### config.mk
export PLATFORM = sky130hd
export DESIGN_NAME = fifo_with_remove_by_key_unit
export DESIGN_NICKNAME = d
export VERILOG_FILES = /design/src/rtl/fwrk_pkg.sv /design/src/rtl/fwrk_ram.sv /design/src/rtl/fwrk_seq.sv /design/src/rtl/fifo_with_remove_by_key_unit.sv
export SDC_FILE = /design/constraint.sdc
export NUM_CORES = 1
export LEC_CHECK = 0
export ABC_AREA = 1
export BUFFER_PORTS_ARGS = -buffer_cell sky130_fd_sc_hd__buf_2
export CAP_MARGIN = 20
export CORE_MARGIN = 1.5
export CORE_UTILIZATION = 45
export CTS_CLUSTER_SIZE = 16
export DETAILED_ROUTE_END_ITERATION = 6
export PLACE_DENSITY = 0.66
export REMOVE_ABC_BUFFERS = 1
export SLEW_MARGIN = 0
export SYNTH_ARGS = -nofsm -noshare
export SYNTH_HDL_FRONTEND = slang
export SYNTH_SLANG_ARGS = --single-unit
### constraint.sdc
create_clock -name clk -period 11.6 [get_ports clk]
set_clock_uncertainty 0.1 [all_clocks]
set_input_delay 0.58 -clock clk [delete_from_list [all_inputs] [get_ports clk]]
set_output_delay 0.58 -clock clk [all_outputs]
set_load 0.05 [all_outputs]
### src/rtl/fwrk_pkg.sv
// shared types and constants for the wait queue with remove by key
package fwrk_pkg;

  localparam int ID_W        = 31;
  localparam int LIMIT_W     = 5;
  localparam int COUNT_OUT_W = 5;

  localparam logic [LIMIT_W-1:0] LIMIT_RESET = 5'd16;

  typedef enum logic [1:0] {
    OP_APPEND = 2'd0,
    OP_POP    = 2'd1,
    OP_REMOVE = 2'd2,
    OP_DROP   = 2'd3
  } op_t;

  typedef enum logic [1:0] {
    ST_OK        = 2'd0,
    ST_EMPTY     = 2'd1,
    ST_NOT_FOUND = 2'd2,
    ST_FULL      = 2'd3
  } status_t;

  typedef enum logic [2:0] {
    S_IDLE     = 3'd0,
    S_HEAD_RD  = 3'd1,
    S_HEAD_CAP = 3'd2,
    S_SCAN_RD  = 3'd3,
    S_SCAN_CMP = 3'd4,
    S_SHIFT_RD = 3'd5,
    S_SHIFT_WR = 3'd6,
    S_DONE     = 3'd7
  } state_t;

  typedef struct packed {
    logic [ID_W-1:0] rid;
    status_t         status;
  } res_t;

endpackage

### src/rtl/fwrk_ram.sv
// generic single write port ram with registered read
module fwrk_ram #(
  parameter int WIDTH = 31,
  parameter int DEPTH = 16
) (
  input  logic                     clk,
  input  logic                     we,
  input  logic [$clog2(DEPTH)-1:0] waddr,
  input  logic [WIDTH-1:0]         wdata,
  input  logic [$clog2(DEPTH)-1:0] raddr,
  output logic [WIDTH-1:0]         rdata
);

  logic [WIDTH-1:0] mem [DEPTH];
  logic [WIDTH-1:0] rdata_r;

  always_ff @(posedge clk) begin
    if (we) begin
      mem[waddr] <= wdata;
    end
    rdata_r <= mem[raddr];
  end

  assign rdata = rdata_r;

endmodule

### src/rtl/fwrk_seq.sv
// sequencer: append, head pop, key scan and compacting shift over the entry ram
module fwrk_seq #(
  parameter int DEPTH = 16
) (
  input  logic                             clk,
  input  logic                             rst_n,
  input  logic                             in_valid,
  input  fwrk_pkg::op_t                    in_op,
  input  logic [fwrk_pkg::ID_W-1:0]        in_id,
  output logic                             in_ready,
  input  logic                             res_ready,
  output logic                             res_valid,
  output fwrk_pkg::res_t                   res,
  output logic [$clog2(DEPTH+1)-1:0]       count,
  output logic                             ram_we,
  output logic [$clog2(DEPTH)-1:0]         ram_waddr,
  output logic [fwrk_pkg::ID_W-1:0]        ram_wdata,
  output logic [$clog2(DEPTH)-1:0]         ram_raddr,
  input  logic [fwrk_pkg::ID_W-1:0]        ram_rdata
);

  localparam int AW = $clog2(DEPTH);
  localparam int CW = $clog2(DEPTH + 1);

  fwrk_pkg::state_t          state_r, state_nxt;
  fwrk_pkg::op_t             op_r, op_nxt;
  logic [fwrk_pkg::ID_W-1:0] key_r, key_nxt;
  logic [fwrk_pkg::ID_W-1:0] rid_r, rid_nxt;
  fwrk_pkg::status_t         status_r, status_nxt;
  logic [AW-1:0]             idx_r, idx_nxt;
  logic [CW-1:0]             count_r, count_nxt;
  logic                      second_r, second_nxt;

  logic [CW-1:0] idx_plus;
  logic          is_full;
  logic          is_empty;
  logic          more;
  logic          scan_last;
  logic          hit;
  logic          promote;

  assign idx_plus  = CW'(idx_r) + CW'(1);
  assign is_full   = (count_r == CW'(DEPTH));
  assign is_empty  = (count_r == '0);
  assign more      = (idx_plus < count_r);
  assign scan_last = (idx_plus == count_r);
  assign hit       = (ram_rdata == key_r);
  // drop and promote takes the head a second time if anything is left
  assign promote   = (op_r == fwrk_pkg::OP_DROP) && !second_r && (count_r > CW'(1));

  always_ff @(posedge clk) begin
    if (!rst_n) begin
      state_r <= fwrk_pkg::S_IDLE;
      count_r <= '0;
    end else begin
      state_r <= state_nxt;
      count_r <= count_nxt;
    end
  end

  always_ff @(posedge clk) begin
    op_r     <= op_nxt;
    key_r    <= key_nxt;
    rid_r    <= rid_nxt;
    status_r <= status_nxt;
    idx_r    <= idx_nxt;
    second_r <= second_nxt;
  end

  // next state
  always_comb begin
    state_nxt = state_r;
    unique case (state_r)
      fwrk_pkg::S_IDLE: begin
        if (in_valid) begin
          unique case (in_op)
            fwrk_pkg::OP_APPEND: state_nxt = fwrk_pkg::S_DONE;
            fwrk_pkg::OP_REMOVE: state_nxt = is_empty ? fwrk_pkg::S_DONE : fwrk_pkg::S_SCAN_RD;
            fwrk_pkg::OP_POP,
            fwrk_pkg::OP_DROP:   state_nxt = is_empty ? fwrk_pkg::S_DONE : fwrk_pkg::S_HEAD_RD;
          endcase
        end
      end
      fwrk_pkg::S_HEAD_RD:  state_nxt = fwrk_pkg::S_HEAD_CAP;
      fwrk_pkg::S_HEAD_CAP: state_nxt = fwrk_pkg::S_SHIFT_RD;
      fwrk_pkg::S_SCAN_RD:  state_nxt = fwrk_pkg::S_SCAN_CMP;
      fwrk_pkg::S_SCAN_CMP: begin
        if (hit) begin
          state_nxt = fwrk_pkg::S_SHIFT_RD;
        end else if (scan_last) begin
          state_nxt = fwrk_pkg::S_DONE;
        end else begin
          state_nxt = fwrk_pkg::S_SCAN_RD;
        end
      end
      fwrk_pkg::S_SHIFT_RD: begin
        if (more) begin
          state_nxt = fwrk_pkg::S_SHIFT_WR;
        end else if (promote) begin
          state_nxt = fwrk_pkg::S_HEAD_RD;
        end else begin
          state_nxt = fwrk_pkg::S_DONE;
        end
      end
      fwrk_pkg::S_SHIFT_WR: state_nxt = fwrk_pkg::S_SHIFT_RD;
      fwrk_pkg::S_DONE: begin
        if (res_ready) begin
          state_nxt = fwrk_pkg::S_IDLE;
        end
      end
    endcase
  end

  // datapath and ram control
  always_comb begin
    op_nxt     = op_r;
    key_nxt    = key_r;
    rid_nxt    = rid_r;
    status_nxt = status_r;
    idx_nxt    = idx_r;
    count_nxt  = count_r;
    second_nxt = second_r;
    ram_we     = 1'b0;
    ram_waddr  = idx_r;
    ram_wdata  = ram_rdata;
    ram_raddr  = idx_r;
    unique case (state_r)
      fwrk_pkg::S_IDLE: begin
        if (in_valid) begin
          op_nxt     = in_op;
          key_nxt    = in_id;
          rid_nxt    = '0;
          status_nxt = fwrk_pkg::ST_OK;
          idx_nxt    = '0;
          second_nxt = 1'b0;
          if (in_op == fwrk_pkg::OP_APPEND) begin
            if (is_full) begin
              status_nxt = fwrk_pkg::ST_FULL;
            end else begin
              ram_we    = 1'b1;
              ram_waddr = count_r[AW-1:0];
              ram_wdata = in_id;
              count_nxt = count_r + CW'(1);
              rid_nxt   = in_id;
            end
          end else if (is_empty) begin
            status_nxt = fwrk_pkg::ST_EMPTY;
          end
        end
      end
      fwrk_pkg::S_HEAD_RD: begin
        ram_raddr = '0;
        idx_nxt   = '0;
      end
      fwrk_pkg::S_HEAD_CAP: begin
        rid_nxt = ram_rdata;
      end
      fwrk_pkg::S_SCAN_RD: begin
        ram_raddr = idx_r;
      end
      fwrk_pkg::S_SCAN_CMP: begin
        if (hit) begin
          rid_nxt = key_r;
        end else if (scan_last) begin
          status_nxt = fwrk_pkg::ST_NOT_FOUND;
        end else begin
          idx_nxt = idx_plus[AW-1:0];
        end
      end
      fwrk_pkg::S_SHIFT_RD: begin
        if (more) begin
          ram_raddr = idx_plus[AW-1:0];
        end else begin
          count_nxt = count_r - CW'(1);
          if (promote) begin
            second_nxt = 1'b1;
          end
        end
      end
      fwrk_pkg::S_SHIFT_WR: begin
        // close the gap one cell at a time
        ram_we    = 1'b1;
        ram_waddr = idx_r;
        ram_wdata = ram_rdata;
        idx_nxt   = idx_plus[AW-1:0];
      end
      fwrk_pkg::S_DONE: begin
      end
    endcase
  end

  assign in_ready   = (state_r == fwrk_pkg::S_IDLE);
  assign res_valid  = (state_r == fwrk_pkg::S_DONE);
  assign res.rid    = rid_r;
  assign res.status = status_r;
  assign count      = count_r;

endmodule

### src/rtl/fifo_with_remove_by_key_unit.sv
// top level of the ordered wait queue with remove by key
//
//   channel   direction  fields (lowest bit first)
//   in_*      slave      tuser: op[1:0]; tdata: student_id[30:0], pad[31]
//   out_*     master     tdata: result_id[30:0], status[32:31], entry_count[37:33],
//                               full_flag[38], empty_flag[39]
//   cfg_*     write      wdata: class_limit[4:0]
//
// step by step: append and any op on an empty queue go straight to the result; pop
// reads and captures the head, then shifts each later entry down one cell, a read
// and then a write per cell; drop-and-promote repeats this when more than one entry
// was held; remove by key reads and compares cells in order, then shifts on a hit.
// reset clears the entry count and the output valid; the ram is not cleared.
// in_tready is low from accept until the result has moved to the output register.
module fifo_with_remove_by_key_unit #(
  parameter int DEPTH = 16
) (
  input  logic        clk,
  input  logic        rst_n,
  input  logic        in_tvalid,
  output logic        in_tready,
  input  logic [1:0]  in_tuser,   // op[1:0]
  input  logic [31:0] in_tdata,   // student_id[30:0], zero pad[31]
  output logic        out_tvalid,
  input  logic        out_tready,
  output logic [39:0] out_tdata,  // result_id, status, entry_count, full_flag, empty_flag
  input  logic        cfg_we,
  input  logic [4:0]  cfg_wdata   // class_limit[4:0]
);

  localparam int AW = $clog2(DEPTH);
  localparam int CW = $clog2(DEPTH + 1);
  localparam int LW = (CW > fwrk_pkg::LIMIT_W) ? CW : fwrk_pkg::LIMIT_W;

  logic [fwrk_pkg::LIMIT_W-1:0] limit_r;
  logic                         out_valid_r, out_valid_nxt;
  logic [39:0]                  out_data_r, out_data_nxt;

  logic                      res_ready;
  logic                      res_valid;
  fwrk_pkg::res_t            res;
  logic [CW-1:0]             count;
  logic                      full_flag;
  logic                      empty_flag;
  logic                      ram_we;
  logic [AW-1:0]             ram_waddr;
  logic [fwrk_pkg::ID_W-1:0] ram_wdata;
  logic [AW-1:0]             ram_raddr;
  logic [fwrk_pkg::ID_W-1:0] ram_rdata;

  fwrk_ram #(
    .WIDTH (fwrk_pkg::ID_W),
    .DEPTH (DEPTH)
  ) u_ram (
    .clk   (clk),
    .we    (ram_we),
    .waddr (ram_waddr),
    .wdata (ram_wdata),
    .raddr (ram_raddr),
    .rdata (ram_rdata)
  );

  fwrk_seq #(
    .DEPTH (DEPTH)
  ) u_seq (
    .clk       (clk),
    .rst_n     (rst_n),
    .in_valid  (in_tvalid),
    .in_op     (fwrk_pkg::op_t'(in_tuser)),
    .in_id     (in_tdata[fwrk_pkg::ID_W-1:0]),
    .in_ready  (in_tready),
    .res_ready (res_ready),
    .res_valid (res_valid),
    .res       (res),
    .count     (count),
    .ram_we    (ram_we),
    .ram_waddr (ram_waddr),
    .ram_wdata (ram_wdata),
    .ram_raddr (ram_raddr),
    .ram_rdata (ram_rdata)
  );

  assign res_ready  = !out_valid_r || out_tready;
  assign full_flag  = (LW'(count) == LW'(limit_r));
  assign empty_flag = (count == '0);

  always_comb begin
    out_valid_nxt = out_valid_r;
    out_data_nxt  = out_data_r;
    if (out_valid_r && out_tready) begin
      out_valid_nxt = 1'b0;
    end
    if (res_valid && res_ready) begin
      out_valid_nxt = 1'b1;
      out_data_nxt  = {empty_flag, full_flag, fwrk_pkg::COUNT_OUT_W'(count),
                       res.status, res.rid};
    end
  end

  always_ff @(posedge clk) begin
    if (!rst_n) begin
      limit_r     <= fwrk_pkg::LIMIT_RESET;
      out_valid_r <= 1'b0;
    end else begin
      out_valid_r <= out_valid_nxt;
      if (cfg_we) begin
        limit_r <= cfg_wdata;
      end
    end
  end

  always_ff @(posedge clk) begin
    out_data_r <= out_data_nxt;
  end

  assign out_tvalid = out_valid_r;
  assign out_tdata  = out_data_r;

endmodule

# Word level (Yosys, flattened, before mapping)
# Memories as Yosys holds them, arrays and structs flattened. A register that Yosys moved wholly into a read port is not among the register bits.
# Index checks and enable logic that the tools add are counted.
word_totals:
  in_bits: 44
  ff_bits: 125
  ram_bits: 496
  latch_bits: 0
  mem_bits_ro: 0
  word_cells: 119
  mem_count: 1
op_classes:
  order_cmp: 2
  n_mux: 53
  n_div: 0
  addsub: 3
  multipliers: 0
  eq_ne: 25
  n_reduce_logical: 24
  shifts: 0
  n_bitwise: 0
memory_table:
  columns: ["name", "depth", "word_bits", "rd", "rd_ports_with_merged_regs", "wr", "line_no", "text"]
  rows:
  - ["u_ram.mem", 16, 31, 1, 1, 1, "fwrk_ram.sv:14", "logic [WIDTH-1:0] mem [DEPTH];"]
ops:
  columns: ["operator", "n"]
  rows:
  - ["$mux 31", 8]
  - ["$pmux 31 s3", 1]
  - ["$mux 4", 8]
  - ["$eq 31x31->1", 1]
  - ["$mux 3", 8]
  - ["$pmux 3 s7", 1]
  - ["$mux 5", 4]
  - ["$pmux 4 s4", 1]
  - ["$eq 3x3->1 const B", 4]
  - ["$ne 2x2->1 const B", 6]
  - ["$reduce_and 4->1", 3]
  - ["$mux 1", 11]
  - ["$eq 5x5->1", 2]
  - ["$mux 2", 5]
  - ["$pmux 5 s2", 1]
  - ["$pmux 3 s3", 1]
  - ["$ne 2x1->1 const B", 4]
  - ["$pmux 4 s2", 1]
  - ["$eq 2x2->1 const B", 3]
  - ["$eq 3x2->1 const B", 2]
  - ["$reduce_bool 2->1", 3]
  - ["$add 4x1->5 const B", 1]
  - ["$add 5x1->5 const B", 1]
  - ["$eq 5x5->1 const B", 1]
  - ["19 further kinds", 26]

# Logic depth before layout (Yosys ltp)
# Gate-level depths: netlist (run 1).
depth:
  depth_word: 7
  depth_mapped: 19
  ltp_nobuf: 17

# Modules after synthesis
# From an unflattened synthesis (run 1), not the netlist that was laid out.
unflattened:
  hier_cells: 2633
  hier_area_um2: 28152.0
modules_own_cells:
  columns: ["mod", "cells_per_inst", "area_each_um2", "n_inst"]
  rows:
  - ["fwrk_ram", 2054, 22026.1, 1]
  - ["fwrk_seq", 495, 4628.2, 1]
  - ["fifo_with_remove_by_key_unit", 84, 1497.7, 1]

# Worst setup path after synthesis (run 1)
# OpenSTA, ideal clock, no wires.
synth_timing:
  kind: "input to register"
  start: "input port out_tready"
  end: "register out_data_r[0], in the netlist out_tdata[0], enable pin"
  setup_slack_ns: 6.521
  cell_stages: 2
  n_path_buf: 0
  arrival_ns: 4.442
  setup_time_ns: 0.537
  cell_sequence: "nor2_1 nor4_1"
synth_via:
  elab_chain_len: 2
synth_rtl:
  columns: ["element", "line_no", "text"]
  rows:
  - ["from (decl)", "fifo_with_remove_by_key_unit.sv:25", "input logic out_tready,"]
  - ["$logic_or 1x1->1", "fifo_with_remove_by_key_unit.sv:83", "assign res_ready = !out_valid_r || out_tready;"]
  - ["$logic_and 1x1->1", "fifo_with_remove_by_key_unit.sv:93", "if (res_valid && res_ready) begin"]
  - ["to (signal assigned)", "fifo_with_remove_by_key_unit.sv:113", "out_data_r <= out_data_nxt;"]
  - ["to (decl)", "fifo_with_remove_by_key_unit.sv:37", "logic [39:0] out_data_r, out_data_nxt;"]
# Every way passes these cells.
# A chain may end at the register's enable or synchronous reset.

# Final worst setup path (run 1)
layout_timing:
  start: "register u_seq.idx_r[0]"
  end: "register u_ram.rdata_r[6], in the netlist u_ram.rdata[6], read port of u_ram.mem"
layout_via:
  elab_chain_len: 4
layout_rtl:
  columns: ["element", "line_no", "text"]
  rows:
  - ["from (decl)", "fwrk_seq.sv:30", "logic [AW-1:0] idx_r, idx_nxt;"]
  - ["from (signal assigned)", "fwrk_seq.sv:66", "idx_r <= idx_nxt;"]
  - ["$add 4x1->5 *", "fwrk_seq.sv:42", "assign idx_plus = CW'(idx_r) + CW'(1);"]
  - ["via u_seq.idx_plus[2]", "fwrk_seq.sv:34", "logic [CW-1:0] idx_plus;"]
  - ["$lt 5x5->1", "fwrk_seq.sv:45", "assign more = (idx_plus < count_r);"]
  - ["$mux 4 *", "fwrk_seq.sv:171", "if (more) begin"]
  - ["$pmux 4 s2 *", "fwrk_seq.sv:127", "unique case (state_r)"]
  - ["to (decl)", "fwrk_ram.sv:15", "logic [WIDTH-1:0] rdata_r;"]
# Mark *: on every way through the listed nets, which the timed path passes. The rest lies on a longest branch.

==> results of run 1 <==
[cell families after synthesis]
logic type / Yosys count / share of synthesized area
and+or+nand+nor: 1330 / 0.2100
buffers and inverters: 473 / 0.06873
xor gates and xnor gates: 32 / 0.01003
adders and majority gates: 10 / 0.004477
DFF: 652 / 0.6845
AOI/OAI and AO/OA: 101 / 0.02225
[metrics by stage]
step	util	instance area [µm²]	setup WS (ps)
6_report	0.5152	31670	6144
5_1_grt	0.5151	31670	5883
4_1_cts	0.5151	31670	6281
3_5_place_dp	0.4778	29380	6311
3_3_place_gp	0.4772	29340	6390
2_1_floorplan	-	27250	3381
[worst paths after layout]
path	to	cells after the start	startpoint	slack (ps)
hold reg to reg	out_tdata[22]	0	u_seq.rid_r[22]	310
setup / recovery	u_ram.rdata[6]	18	u_seq.idx_r[0]	6140
setup reg to reg	u_ram.rdata[6]	18	u_seq.idx_r[0]	6140
hold / removal	u_seq.key_r[19]	1	in_tdata[19]	80
[sequential cells by signal, summed over array words and instances, names as in the netlist]
name / cells
u_seq.second_r: 1
u_seq.idx_r: 4
u_ram.rdata: 31
limit_r: 5
u_seq.status_r: 2
u_ram.mem: 496
u_seq.rid_r: 31
u_seq.op_r: 2
out_tvalid: 1
u_seq.key_r: 31
u_seq.state_r: 3
out_tdata: 40
u_seq.count: 5
[per-layer routing]
metal / part of all wire / global-route usage / up-vias
li1: - / - / 8988
met1: 0.41 / 0.3286 / 9392
met2: 0.46 / 0.3803 / 1016
met3: 0.093 / 0.04150 / 170
met4: 0.036 / 0.09581 / 2
met5: 0.00014 / 0 / -
[final cells by class]
class | count | share of cell area
clock inverters | 35 | 0.01067
multi-input cells | 1473 | 0.2238
well taps | 790 | 0.03121
inverters | 326 | 0.03887
diodes | 2 | 0.0001580
flip-flops and latches | 652 | 0.6039
clock buffers | 91 | 0.06166
repair buffers | 154 | 0.02971
[power groups by stage]
stage / clock (mW) / sequential, mW / combinational (mW)
final: 2.22 / 3.26 / 2.97
after detailed placement: 0 / 3.30 / 2.92
after CTS: 2.24 / 3.26 / 2.94
after global routing: 2.34 / 3.28 / 3.25
after floorplan: 0 / 3.32 / 1.86
after global placement: 0 / 3.30 / 2.84
[placed cells by master (no fill, tap or decap), types with 2 or more instances in the layout]
| cell type | instances |
|---|---|
| sky130_fd_sc_hd__buf_2 | 86 |
| sky130_fd_sc_hd__dfxtp_1 | 45 |
| sky130_fd_sc_hd__nor3_1 | 6 |
| sky130_fd_sc_hd__a31oi_1 | 2 |
| sky130_fd_sc_hd__clkinv_2 | 16 |
| sky130_fd_sc_hd__inv_1 | 321 |
| sky130_fd_sc_hd__nand3_1 | 636 |
| sky130_fd_sc_hd__clkbuf_16 | 72 |
| sky130_fd_sc_hd__a22oi_2 | 2 |
| sky130_fd_sc_hd__xnor2_1 | 18 |
| sky130_fd_sc_hd__clkinv_1 | 7 |
| sky130_fd_sc_hd__inv_2 | 2 |
| sky130_fd_sc_hd__diode_2 | 2 |
| sky130_fd_sc_hd__nand2_1 | 613 |
| sky130_fd_sc_hd__nor2_1 | 41 |
| sky130_fd_sc_hd__inv_6 | 2 |
| sky130_fd_sc_hd__buf_4 | 68 |
| sky130_fd_sc_hd__clkinvlp_4 | 3 |
| sky130_fd_sc_hd__xor2_1 | 14 |
| sky130_fd_sc_hd__o221ai_1 | 3 |
| sky130_fd_sc_hd__ha_1 | 10 |
| sky130_fd_sc_hd__nand2_2 | 2 |
| sky130_fd_sc_hd__bufinv_16 | 5 |
| sky130_fd_sc_hd__or2_2 | 2 |
| sky130_fd_sc_hd__o21ai_0 | 48 |
| sky130_fd_sc_hd__nor2_4 | 21 |
| sky130_fd_sc_hd__clkbuf_1 | 11 |
| sky130_fd_sc_hd__clkbuf_8 | 8 |
| sky130_fd_sc_hd__clkinv_4 | 2 |
| sky130_fd_sc_hd__a21oi_1 | 8 |
| sky130_fd_sc_hd__o211ai_1 | 33 |
| sky130_fd_sc_hd__edfxtp_1 | 607 |
| sky130_fd_sc_hd__nand2_8 | 2 |
==> impl.org, run 1 <==
** Logic synthesis
- Dividing the synthesized area by the synthesized cell count gives approximately 11 µm².
- sky130_fd_sc_hd__edfxtp_1 takes more of the synthesized area than any other cell.
- Leading cell types by total area after synthesis :: sky130_fd_sc_hd__edfxtp_1 65%, sky130_fd_sc_hd__nand3_1 11%, sky130_fd_sc_hd__nand2_1 8.2%, sky130_fd_sc_hd__inv_1 4.3%, sky130_fd_sc_hd__dfxtp_1 3.2%
- Of the synthesized area, sequential elements account for 0.6845.
- Counting distinct cell types in the post-synthesis netlist gives 36.
- Of the post-synthesis cell area, the dominant cell type holds 0.6523.
- The mapped netlist covers 27,940 µm².
- Warnings from Yosys :: 0
- Share of synthesized flip-flops with an asynchronous set or reset :: 0
- Most common cell in the synthesized netlist :: sky130_fd_sc_hd__nand3_1
- Post-synth EDFFs :: a little over 600
- Ranked by instance count, the synthesized netlist is headed by 636 x sky130_fd_sc_hd__nand3_1, 613 x sky130_fd_sc_hd__nand2_1, 607 x sky130_fd_sc_hd__edfxtp_1, 321 x sky130_fd_sc_hd__inv_1, 89 x sky130_fd_sc_hd__buf_2.
- Register bit count reported by yosys :: 652
- Among all flip-flop cells after synthesis, the most frequent one is sky130_fd_sc_hd__edfxtp_1.
- Counting every instance in the synthesized netlist gives 2,598.

** Power
- Of the total power, the share spent switching nets is 0.3802.
- The share of total power dissipated in sequential elements is 0.386.
- Total power after layout :: 8.446 mW
- Of the total power, the clock network draws 0.263.
- For this design the static power due to leakage is 12.71 nW.
- In this run the power spent charging and discharging nets is 3.211 mW.
- Of the total power, combinational logic draws 0.351.
- Across the VDD grid, the largest voltage drop is 0.1701 mV.
- Pwr Density :: approximately 270 nW/µm²
- Internal power comes to 5.235 mW.

** Setup path
- CP top delay family :: buffers and inverters
- At the worst endpoint, the required time is 12,040 ps.
- Critical Path Fanout Max :: 97
- The worst setup path is captured at a flop.
- Among the stages of the critical path, the cell type that occurs most often is sky130_fd_sc_hd__nand2_1.
- Worst Path Buf+Inv :: 3
- Walking the worst path, the cells encountered are ha_1 > xor2_1 > ha_1 > nand2_1 > nor2_1 > nand2_1 > nand3_1 > nand2_2 > nand3_4 > buf_4 > buf_4 > buf_4 > nand3_1 > nand2_1 > nand2_1 > nand3_1 > nand3_1 > nand2_1.
- Signal arrival time at the worst endpoint :: 5890 ps
- For this run, the slowest stage of the critical path takes slightly below 1000 ps.
- Worst Setup Path Type :: reg -> reg
- Worst path slowest cell :: sky130_fd_sc_hd__buf_4
- The worst setup path is launched from a flop.

** Clocking
- Clk Latency, worst-skew pair :: between 600 and 700 ps
- Inserted Clock Buffers :: 69
- CTS root buffer :: sky130_fd_sc_hd__clkbuf_16
- In this run the number of H-tree levels came out at 3.
- Counting along the longest clock path gives a buffer depth of 3.
- CTS saw 652 sinks.
- TritonCTS clock tree :: built
- The number of setup buffers added after CTS is 0.
- Quantity of gates resized following cts :: 0
- Clock-pin slew was measured on the worst setup and hold paths at 60 ps.
- Hold repair after CTS inserted 0 buffers.

** Flow run
- The tool flagged a number of max-cap violations equal to 0.

** Die
- Initial standard-cell utilization of the core :: 0.4545
- Floorplan row count :: approximately 90
- IO Pins :: 86
- Vertical extent of the die :: 252.2 µm
- Standard cell core area :: a little over 60,000 µm²
- The die covers approximately 64,000 µm².
- Chip width :: 252.2 µm

** Layout
- The finished layout holds 3,523 standard cells, fillers aside.
- Registers take 19,130 µm².
- The area growth from synthesis to layout is 13.35%.
- Multi-input combinational cell area :: 7089 µm²
- Of the cells placed in the final design, the portion with a size suffix greater than 1 is 0.1102.
- After the last flow step, the layout net total stands at 2,730.
- Number of fill cells in the layout :: 5,241

** Drt
- Final routed wire length divided by cell count :: 21.64 µm
- Number of detailed-routing iterations run before antenna repair :: 6
- Via count :: 19,568
- Sum of routed wire length over all layers :: approximately 76,000 µm
- After detailed routing, the number of remaining DRC violations is 0.
- Dividing the detail-routed via count by the number of cells gives about 5.6.
- Initial detailed-routing violation count :: 2,519
- Once detail routing completed, the nets flagged for antenna violations numbered 0.

** STA
- Slew at the pin closest to its max-slew limit :: 1129 ps
- Setup total negative slack :: 0 ps
- Slew headroom :: 0.2474
- Worst hold margin :: about 77 ps
- Subtracting the final worst setup slack from the clock period gives 5456 ps.
- Unrepaired setup endpoints after global routing :: no
- Dividing the final minimum period by the clock period gives 0.4703.
- F_max :: 183.3 MHz
- Setup violations remaining at the end of the flow were counted as 0.
- Final max-slew violation count :: 0
- The final hold violation count is 0.

** Placement
- Buffers placed on the I/O ports in this run total 84.
- Half-perimeter wire length of the detailed placement result :: around 38,000 µm
- Last weighted congestion value of the routability-driven placer :: 0.7898
- In this run, placement finished with an instance count of about 3,400.

** Global routing
- Entering global routing, the biggest net connects between 150 and 200 pins.
- Global-route congestion overflow total :: 0
- The number of global-route vias before repair was 18,747.
- Global-route total usage across every layer :: 0.2396
- Antenna violations before repair :: 2
- The first global-routing pass estimated approximately 110,000 µm of wire.

** Hold path
- Hold Crit Class :: in -> reg

** Outcome
- Result of the run :: completed
No activity file was read; power rests on OpenSTA's default activity.
==> inputs of run 2 (changes only) <==
Settings changed: ABC_AREA 1 to 0, PLACE_DENSITY 0.66 to 0.68.
Clock period 11.6 ns to 5 ns, I/O delays scaled along.
==> impl.org, run 2 <==
** Logic synthesis
- Yosys top cell by area :: sky130_fd_sc_hd__edfxtp_1
- The number of library cell types mapped by synthesis is 58 (+61%).
- sky130_fd_sc_hd__edfxtp_1 is the most common cell in the netlist.
- Warnings from Yosys :: 0 (unchanged)
- Top cell type's share of synthesized area :: 0.7042 (+0.05190)
- The total standard cell area after synthesis was 25,880 µm² (-7.4%).
- The synthesized netlist cell count came to 1,865 (-28%).
- Cell types with the highest counts after synthesis :: 607 x sky130_fd_sc_hd__edfxtp_1, 445 x sky130_fd_sc_hd__nand2_1, 176 x sky130_fd_sc_hd__nand3_1, 56 x sky130_fd_sc_hd__a21oi_1, 52 x sky130_fd_sc_hd__buf_2
- Post-synth EDFFs :: 607 (unchanged)
- The register bit count reported by yosys came to 652 (unchanged).
- After synthesis, the cell types taking the most area are sky130_fd_sc_hd__edfxtp_1 70%, sky130_fd_sc_hd__nand2_1 6.5%, sky130_fd_sc_hd__dfxtp_1 3.5%, sky130_fd_sc_hd__nand3_1 3.4%, sky130_fd_sc_hd__mux2i_1 1.4%.
- Mean post-synth cell area :: 13.88 µm² (+29%)
- The sequential fraction of the synthesis area was 0.7390 (+0.05446).
- Share of synthesized flip-flops with an asynchronous set or reset :: 0 (unchanged)
- For this run, the leading register cell type out of synthesis is sky130_fd_sc_hd__edfxtp_1.

** Global routing
- Antenna violations before repair :: 1 (-1)
- The number of global-route vias before repair is 15,240 (-19%).
- The maximum number of pins on one net before global-route repair came to 103 (-34%).
- The combined global-route utilization of all metal layers was 0.2174 (-0.02216).
- The aggregate global routing overflow is 0 (unchanged).
- Wire length of the first global-routing pass :: 95,650 µm (-16%)

** Power
- Total power after layout :: 17.50 mW (+110%)
- Pwr Density :: 582.8 nW/µm² (+120%)
- Worst supply voltage drop on vdd :: 0.4052 mV (+140%)
- The leakage power figure came to 10.46 nW (-18%).

** Die
- Initial standard-cell utilization of the core :: 0.4573 (+0.002797)
- The number of standard-cell rows in the floorplan is 87 (-4.4%).
- IO Pins :: 86 (unchanged)
- Vertical extent of the die :: 242.8 µm (-3.7%)
- Chip width :: 242.8 µm (-3.7%)
- Standard cell core area :: 56,600 µm² (-7.9%)
- The total die area came to 58,970 µm² (-7.3%).

** Setup path
- The maximum fanout along the worst path was 19 (-80%).
- The buffer and inverter count on the worst path came to 1 (-2).
- Category of the worst setup path capture point :: flop
- Required time reported for the critical path endpoint :: 5380 ps (-6660 ps)
- The largest individual stage delay along the critical path comes from the cell sky130_fd_sc_hd__nor3_4.
- STA classifies the critical path startpoint as a flop.
- Cell Chain, Critical Path :: ha_1 > xor2_1 > ha_1 > nand4_2 > o221a_2 > and3_1 > a211o_1 > nor3_4 > buf_4 > nand3_1 > nand4_1 > nor3_2
- Signal arrival time at the worst endpoint :: 4740 ps (-1150 ps)
- The stage delay of the slowest cell on the critical path is 680 ps (-310 ps).
- The critical path in this run is classified as reg -> reg.
- Among the stages of the critical path, the cell type that occurs most often is sky130_fd_sc_hd__ha_1.
- Among cell families on the critical path, the largest total delay comes from simple AND/OR/NAND/NOR gates.

** STA
- Setup total negative slack :: 0 ps (unchanged)
- Count of endpoints failing hold in the final timing report :: 0 (unchanged)
- The slew at the pin closest to its max-slew limit was 977.2 ps (-151.7 ps).
- Final Cycle Share :: 0.8722 (+0.4018)
- The worst hold slack across all endpoints was 296.0 ps (+218.7 ps).
- Shortest period the worst path allows :: 4361 ps (-1095 ps)
- Slack of the critical path :: 639.0 ps (-5505 ps)
- The total setup violations reported at the end of the flow was 0 (unchanged).
- The upper clock frequency limit came to 229.3 MHz (+25%).
- The max-slew violation count was 0 (unchanged).
- Unrepaired setup endpoints after global routing :: no
- The tightest slew margin relative to the limit came to 0.3455 (+0.09811).

** Drt
- The first-pass iteration count of the detailed router came to 6 (unchanged).
- The final routed DRC violation total is 0 (unchanged).
- The via count of the routed design is 15,738 (-20%).
- Initial detailed-routing violation count :: 2,065 (-18%)
- The routed wire length is 63,970 µm (-16%).
- The via count normalized by instance count was 5.583 (+0.51%).
- The routed length per instance is 22.69 µm (+4.9%).
- The number of antenna-violating nets in the routed design is 0 (unchanged).

** Clocking
- The root buffer cell chosen for the clock tree is sky130_fd_sc_hd__clkbuf_16.
- TritonCTS built the clock tree.
- Inserted Clock Buffers :: 66 (-4.3%)
- Hold_buf cts :: 45 (+45)
- The number of H-tree levels is 3 (unchanged).
- The buffer levels on the longest clock path was 3 (unchanged).
- Clk Latency, worst-skew pair :: 590 ps (-30 ps)
- Setup fix buffers added after clock tree synthesis :: 0 (unchanged)
- Quantity of gates resized following cts :: 0 (unchanged)
- Number of sinks driven by the clock tree :: 652 (unchanged)
- Post-CTS clock slew at the launch and capture registers of the worst setup and hold paths :: 60 ps (about the same)

** Layout
- The fraction of layout cells with a size suffix above 1 came to 0.1605 (+0.05031).
- Commonest cells after routing, fill and taps aside :: 607 x sky130_fd_sc_hd__edfxtp_1, 445 x sky130_fd_sc_hd__nand2_1, 175 x sky130_fd_sc_hd__nand3_1
- Register with the most flip-flops :: u_ram.mem
- The count of nets after finishing was 2,066 (-24%).
- Relative to the synthesized area, the layout overhead comes to 15.98%.
- The number of flip-flops in the largest register came to 496 (unchanged).
- The library cell used most frequently in the layout, excluding fill and tap cells, is sky130_fd_sc_hd__edfxtp_1.
- The post-route standard cell area excluding fillers was 30,020 µm² (-5.2%).

** Placement
- Last weighted congestion value of the routability-driven placer :: 0.8052 (+1.9%)
- Half-perimeter wire length of the detailed placement result :: 35,750 µm (-6.2%)
- The cell area after placement was 27,420 µm² (-6.7%).
- Total of buffers placed on input and output ports :: 84 (unchanged)
- The worst slack at placement is 687.8 ps (-5623 ps).

** Flow run
- Max Cap Violations :: 0 (unchanged)

** Outcome
- Result of the run :: completed

** Hold path
- Hold Crit Class :: in -> reg
run 2: cell count changes after synthesis, sizes merged, moves of 16 or more:
cell	delta
mux2	+31
inv	-283
mux2i	+37
a21oi	+49
a222oi	+31
nand4	+35
o211ai	-32
a32o	+27
o21ai	-33
nor3	+31
nand2	-172
buf	-32
nor2	-16
nand3	-461
run 2: kinds of logic after synthesis:
kind of cell,count (synthesis),share of synthesized area
multiplexers,68,0.02779
XOR/XNOR,44,0.01489
flip-flops,652,0.7390
AND/OR/NAND/NOR,782,0.1377
adder cells (fa/ha/maj),10,0.004834
AO/OA/AOI/OAI,161,0.04756
buffers and inverters,148,0.02823
run 2: worst register-to-register path, cell delays in order (launching register included):
cell and delay, ps:
sky130_fd_sc_hd__edfxtp_1 590, sky130_fd_sc_hd__ha_1 350, sky130_fd_sc_hd__xor2_1 170, sky130_fd_sc_hd__ha_1 370
sky130_fd_sc_hd__nand4_2 170, sky130_fd_sc_hd__o221a_2 350, sky130_fd_sc_hd__and3_1 170, sky130_fd_sc_hd__a211o_1 610
sky130_fd_sc_hd__nor3_4 690, sky130_fd_sc_hd__buf_4 360, sky130_fd_sc_hd__nand3_1 130, sky130_fd_sc_hd__nand4_1 160
sky130_fd_sc_hd__nor3_2 50
run 2: final timing paths:
check / from / endpoint / slack, ps / depth (start not counted)
setup reg to reg: u_seq.idx_r[0] / u_ram.rdata[22] / 640 / 12
hold reg to reg: u_seq.rid_r[23] / out_tdata[23] / 320 / 0
setup / recovery: u_seq.idx_r[0] / u_ram.rdata[22] / 640 / 12
hold / removal: in_tdata[3] / u_seq.key_r[3] / 300 / 2
run 2: power breakdown:
group / leakage, nW / switching [mW] / internal [mW] / total, mW
Sequential: 5.87 / 0.292 / 7.15 / 7.44
Clock: 1.04 / 1.99 / 2.87 / 4.86
Combinational: 3.54 / 3.65 / 1.55 / 5.20
Total: 10.5 / 5.93 / 11.6 / 17.5
run 2: per-layer routing:
layer / up-vias / routed length (µm) / GRT usage
met5: - / 0 / 0
met4: 0 / 1388 / 0.06522
met3: 102 / 5672 / 0.03793
met2: 714 / 30310 / 0.3503
met1: 7729 / 26600 / 0.3031
li1: 7193 / - / -
run 2: metrics by stage:
stage | utilization | cells
2_1_floorplan | - | 1761
3_3_place_gp | 0.4844 | 2655
3_5_place_dp | 0.4844 | 2655
4_1_cts | 0.5303 | 2818
5_1_grt | 0.5304 | 2819
6_report | 0.5304 | 2819
run 2: cell type report:
type                    count  area, µm²
diodes                      1      2.502
clock buffers              91       1899
clock inverters            27      249.0
fillers                  4620      26580
inverters                  44      166.4
multi-input cells        1065       6241
flip-flops and latches    652      19130
well taps                 756      945.9
repair buffers            183       1389
